### src/rtl/core/mad_pkg.sv
// Shared constants, types and register codes of the motion adaptive deinterlacer.
// Used by mad_filter and motion_adaptive_deinterlace_pixel.
package mad_pkg;

    localparam int LANE_W         = 16;
    localparam int PIXEL_BITS_DEF = 16;
    localparam int COEF_W         = 14;
    localparam int PEAK_W         = 16;
    localparam int COEF_SHIFT     = 13;
    localparam int CFG_IDX_W      = 3;
    localparam int CFG_DATA_W     = 16;

    localparam logic [PEAK_W-1:0] PEAK_RST      = PEAK_W'(255);
    localparam logic [COEF_W-1:0] LF_NEAR_RST   = COEF_W'(4309);
    localparam logic [COEF_W-1:0] LF_FAR_RST    = COEF_W'(213);
    localparam logic [COEF_W-1:0] HF_CENTER_RST = COEF_W'(5570);
    localparam logic [COEF_W-1:0] HF_TWO_RST    = COEF_W'(3801);
    localparam logic [COEF_W-1:0] HF_FOUR_RST   = COEF_W'(1016);
    localparam logic [COEF_W-1:0] SP_NEAR_RST   = COEF_W'(5077);
    localparam logic [COEF_W-1:0] SP_FAR_RST    = COEF_W'(981);

    typedef enum logic [CFG_IDX_W-1:0] {
        REG_PEAK      = 3'd0,
        REG_LF_NEAR   = 3'd1,
        REG_LF_FAR    = 3'd2,
        REG_HF_CENTER = 3'd3,
        REG_HF_TWO    = 3'd4,
        REG_HF_FOUR   = 3'd5,
        REG_SP_NEAR   = 3'd6,
        REG_SP_FAR    = 3'd7
    } cfg_reg_t;

    typedef enum logic [1:0] {
        ROW_INTERIOR   = 2'd0,
        ROW_EDGE_CHECK = 2'd1,
        ROW_EDGE_PLAIN = 2'd2
    } row_kind_t;

    typedef struct packed {
        logic [COEF_W-1:0] lf_near;
        logic [COEF_W-1:0] lf_far;
        logic [COEF_W-1:0] hf_center;
        logic [COEF_W-1:0] hf_two;
        logic [COEF_W-1:0] hf_four;
        logic [COEF_W-1:0] sp_near;
        logic [COEF_W-1:0] sp_far;
    } coef_t;

endpackage

### src/rtl/core/mad_filter.sv
// Three-stage weighted-sum filter: cubic spatial-temporal and spatial-only candidates.
// Depends on mad_pkg (coef_t, COEF_SHIFT).
module mad_filter
    import mad_pkg::*;
#(
    parameter int PIXEL_BITS = PIXEL_BITS_DEF
)
(
    input  logic                                     clk,
    input  coef_t                                    coef,
    input  logic [PIXEL_BITS:0]                      sum_c,
    input  logic [PIXEL_BITS+1:0]                    sum_two,
    input  logic [PIXEL_BITS+1:0]                    sum_four,
    input  logic [PIXEL_BITS:0]                      sum_near,
    input  logic [PIXEL_BITS:0]                      sum_far,
    output logic signed [PIXEL_BITS+18-COEF_SHIFT:0] cubic,
    output logic signed [PIXEL_BITS+18-COEF_SHIFT:0] spatial
);

    localparam int PA = PIXEL_BITS + 15;
    localparam int PB = PIXEL_BITS + 16;
    localparam int HW = PIXEL_BITS + 19;
    localparam int OW = HW - COEF_SHIFT;

    logic [PA-1:0] p_hc_reg, p_ln_reg, p_lf_reg, p_sn_reg, p_sf_reg;
    logic [PB-1:0] p_h2_reg, p_h4_reg;
    logic [PA-1:0] p_hc_next, p_ln_next, p_lf_next, p_sn_next, p_sf_next;
    logic [PB-1:0] p_h2_next, p_h4_next;

    logic signed [HW-1:0] hf_reg, lf_reg, sp_reg;
    logic signed [HW-1:0] hf_next, lf_next, sp_next;
    logic signed [HW-1:0] acc;

    logic signed [OW-1:0] cubic_reg, spatial_reg;
    logic signed [OW-1:0] cubic_next, spatial_next;

    always_comb
    begin
        p_hc_next = PA'(coef.hf_center) * PA'(sum_c);
        p_h2_next = PB'(coef.hf_two) * PB'(sum_two);
        p_h4_next = PB'(coef.hf_four) * PB'(sum_four);
        p_ln_next = PA'(coef.lf_near) * PA'(sum_near);
        p_lf_next = PA'(coef.lf_far) * PA'(sum_far);
        p_sn_next = PA'(coef.sp_near) * PA'(sum_near);
        p_sf_next = PA'(coef.sp_far) * PA'(sum_far);
    end

    always_comb
    begin
        hf_next = signed'(HW'(p_hc_reg)) - signed'(HW'(p_h2_reg)) + signed'(HW'(p_h4_reg));
        lf_next = signed'(HW'(p_ln_reg)) - signed'(HW'(p_lf_reg));
        sp_next = signed'(HW'(p_sn_reg)) - signed'(HW'(p_sf_reg));
    end

    always_comb
    begin
        acc          = (hf_reg >>> 2) + lf_reg;
        cubic_next   = acc[HW-1:COEF_SHIFT];
        spatial_next = sp_reg[HW-1:COEF_SHIFT];
    end

    always_ff @(posedge clk)
    begin
        p_hc_reg    <= p_hc_next;
        p_h2_reg    <= p_h2_next;
        p_h4_reg    <= p_h4_next;
        p_ln_reg    <= p_ln_next;
        p_lf_reg    <= p_lf_next;
        p_sn_reg    <= p_sn_next;
        p_sf_reg    <= p_sf_next;
        hf_reg      <= hf_next;
        lf_reg      <= lf_next;
        sp_reg      <= sp_next;
        cubic_reg   <= cubic_next;
        spatial_reg <= spatial_next;
    end

    assign cubic   = cubic_reg;
    assign spatial = spatial_reg;

endmodule

### config.mk
export PLATFORM = sky130hd
export DESIGN_NAME = mad_filter
export DESIGN_NICKNAME = d
export VERILOG_FILES = /design/src/rtl/core/mad_pkg.sv /design/src/rtl/core/mad_filter.sv
export SDC_FILE = /design/constraint.sdc
export NUM_CORES = 2
export LEC_CHECK = 0
export ABC_AREA = 1
export BUFFER_PORTS_ARGS = -buffer_cell sky130_fd_sc_hd__buf_2
export CORE_ASPECT_RATIO = 1.75
export CORE_MARGIN = 3
export CORE_UTILIZATION = 60
export DETAILED_ROUTE_END_ITERATION = 6
export HOLD_SLACK_MARGIN = 0.06
export PLACE_DENSITY = 0.87
export SLEW_MARGIN = 20
export SYNTH_ARGS = -nofsm -noshare
export SYNTH_HDL_FRONTEND = slang
export SYNTH_SLANG_ARGS = --single-unit
### constraint.sdc
create_clock -name clk -period 6.8 [get_ports clk]
set_clock_uncertainty 0.15 [all_clocks]
set_input_delay 1.02 -clock clk [delete_from_list [all_inputs] [get_ports clk]]
set_output_delay 1.02 -clock clk [all_outputs]
set_load 0.02 [all_outputs]
==> reports/results.tsv <==
metric	value	unit
outcome	completed	
report.final.setup_viol	0	
cp_data_arrival_time	6.50	ns
rr_worst_depth	20	
core_area	126000	µm²
synth_enable_flop_cells	0	
fp-row-count	172	
pin_count	230	
syn_inst	10523	
drt-met1-wl	76400	µm
synth-seq-cells	341	
endpoint_kind	register	
antenna_found_initial	7	
final_cells	12179	
fin_nets	12765	
syn_avg_cell_area	7.24	µm²
maxSlewHeadroom	0.472	
postCtsHoldBufs	0	
required	7.14	ns
finalHoldViolations	0	
path_class	input pin to register	
place_congestion	0.997	
r2r_setup_slack	2.77	ns
fmax	0.162	GHz
area_delta_synth_final	4.79	%
placed_cells	12108	
post_cts_buffers	0	
start_util	0.605	
drt_pass1_iterations	6	
cts_num_sinks	341	
setup_slack	0.635	ns
multi_input_area	57700	µm²
crit_path_start_kind	input pin	
cap_violations	0	
drive_gt1_frac	0.0433	
synth_nets	12795	
worstHoldEndpoint	spatial[9]$_DFF_P_	
post-place-ws	0.124	ns
dieArea	131000	µm²
grt_overflow_total	0	
grt_pass1_wl	353000	µm
synth_ff_type	dfxtp_1	
clock_latency	0.59	ns
met2_length	114000	µm
ys_seq_area_frac	0.0896	
grt_max_degree	29	
grt.total_usage	0.338	
numCtsBuffers	36	
routed.top_layer	met4	
die_x	275	µm
viasPerCell	5.46	
die_y	477	µm
synth_warnings	0	
wl_per_cell	18.0	µm
r2r-start	p_hc_reg[0]$_DFF_P_	
cp_max_fo	22	
min_path_cells	0	
cts_buffer_depth	3	
clockRootBuffer	clkbuf_16	
syn-cell-area	76200	µm²
cts_tree	yes	
async_flop_share	0	
dr.first_iter.drc_count	4447	
finalCriticalPeriod	6.17	ns
final.setup.tns	0	ns
antenna_left	0	
hold_path.class	register to register	
synth_cell_types	45	
min-delay-start	sp_reg[22]$_DFF_P_	
dp_hpwl	186000	µm
via_count	66478	
rsz0062_at_grt	false	
fin_crit_sh	0.907	
utilization	0.634	
register_area	6830	µm²
clk_pin_slew	0.08	ns
wl_met3	12900	µm
reg2reg_to	hf_reg[27]$_DFF_P_	
port_buffers	229	
drt_wl_total	219000	µm
slew_viol_final	0	
fill_cells	11009	
htreeDepth	2	
tightest_slew	0.792	ns
postCtsResizedCells	0	
first_global_vias	71121	
drc	0	
-- cell usage after synthesis (all sizes together), types with 25 or more instances --
| cell type | instances | area, µm² |
|---|---|---|
| xor2 | 160 | 1400 |
| buf | 45 | 188 |
| xnor2 | 42 | 368 |
| nor2 | 467 | 1820 |
| nor4 | 25 | 163 |
| o21bai | 48 | 364 |
| clkbuf | 311 | 1170 |
| nor3 | 59 | 355 |
| ha | 821 | 10300 |
| nand2 | 3110 | 11700 |
| dfxtp | 341 | 6830 |
| nand4 | 89 | 557 |
| a21o | 31 | 233 |
| a21oi | 395 | 2000 |
| fa | 1265 | 25300 |
| o21ai | 203 | 1050 |
| inv | 2733 | 10300 |
| nand3 | 299 | 1520 |
-- stage by stage --
stage	cell area, µm²	hold WS (ns)
final	79800	0.172
after floorplan	76200	0.160
after detailed placement	78500	0.162
after global placement	78500	0.160
after global routing	79800	0.180
after CTS	79800	0.173
-- cell families after synthesis --
| kind of cell | count (synthesis) | share of synthesized area |
|---|---|---|
| adders and majority gates | 2086 | 0.467 |
| buffers and inverters | 3091 | 0.153 |
| xor gates and xnor gates | 202 | 0.0232 |
| AOI/OAI and AO/OA | 718 | 0.0517 |
| and+or+nand+nor | 4085 | 0.215 |
| DFF | 341 | 0.0896 |
-- worst max-delay path, cell delays in order --
cell and delay [ns]:
buf_2 0.48, buf_4 0.28, nand2_1 0.09, fa_1 0.55
inv_1 0.06, fa_1 0.58, fa_1 0.45, fa_1 0.48
fa_1 0.50, inv_1 0.05, fa_1 0.48, inv_1 0.05
ha_1 0.38, nand2_1 0.10, o21ai_0 0.39, inv_1 0.08
nand2_1 0.09, nand2_1 0.06, nand3_1 0.09, xor2_1 0.25
-- layout make-up --
type | instances | share of cell area
multi-input cells | 7091 | 0.723
inverters | 2735 | 0.129
flip-flops and latches | 341 | 0.0855
well taps | 1653 | 0.0259
repair buffers | 288 | 0.0204
clock buffers | 41 | 0.0119
clock inverters | 24 | 0.00434
diodes | 6 | 0.000188
-- how the worst max path moves through the flow --
stage | endpoint | slack [ns] | start
after floorplan | p_ln_reg[25]$_DFF_P_ | 0.68 | sum_near[7]
after global placement | p_ln_reg[15]$_DFF_P_ | 0.22 | sum_near[6]
after detailed placement | p_ln_reg[23]$_DFF_P_ | 0.12 | sum_near[6]
after CTS | p_ln_reg[23]$_DFF_P_ | 0.74 | sum_near[6]
after global routing | p_sf_reg[30]$_DFF_P_ | 0.40 | sum_far[10]
final | p_ln_reg[23]$_DFF_P_ | 0.63 | sum_near[6]
-- cells in the final DEF (no fill, tap or decap), drive strengths merged, types with 31 or more instances in the layout --
cell,count
nor3,59
nor2,467
a21oi,395
a21o,31
nand4,89
xnor2,42
dfxtp,341
ha,821
nand3,299
clkbuf,41
nand2,3110
xor2,160
buf,288
inv,2742
o21bai,48
fa,1265
o21ai,203
-- per-layer routing --
metal,vias up,GRT usage
li1,30783,-
met1,31864,0.368
met2,2883,0.623
met3,948,0.0361
met4,0,0.205
met5,-,0
Power is left out: the tool's default activity adds up to more than one toggle a clock period on the data nets, which glitch-free logic cannot reach.
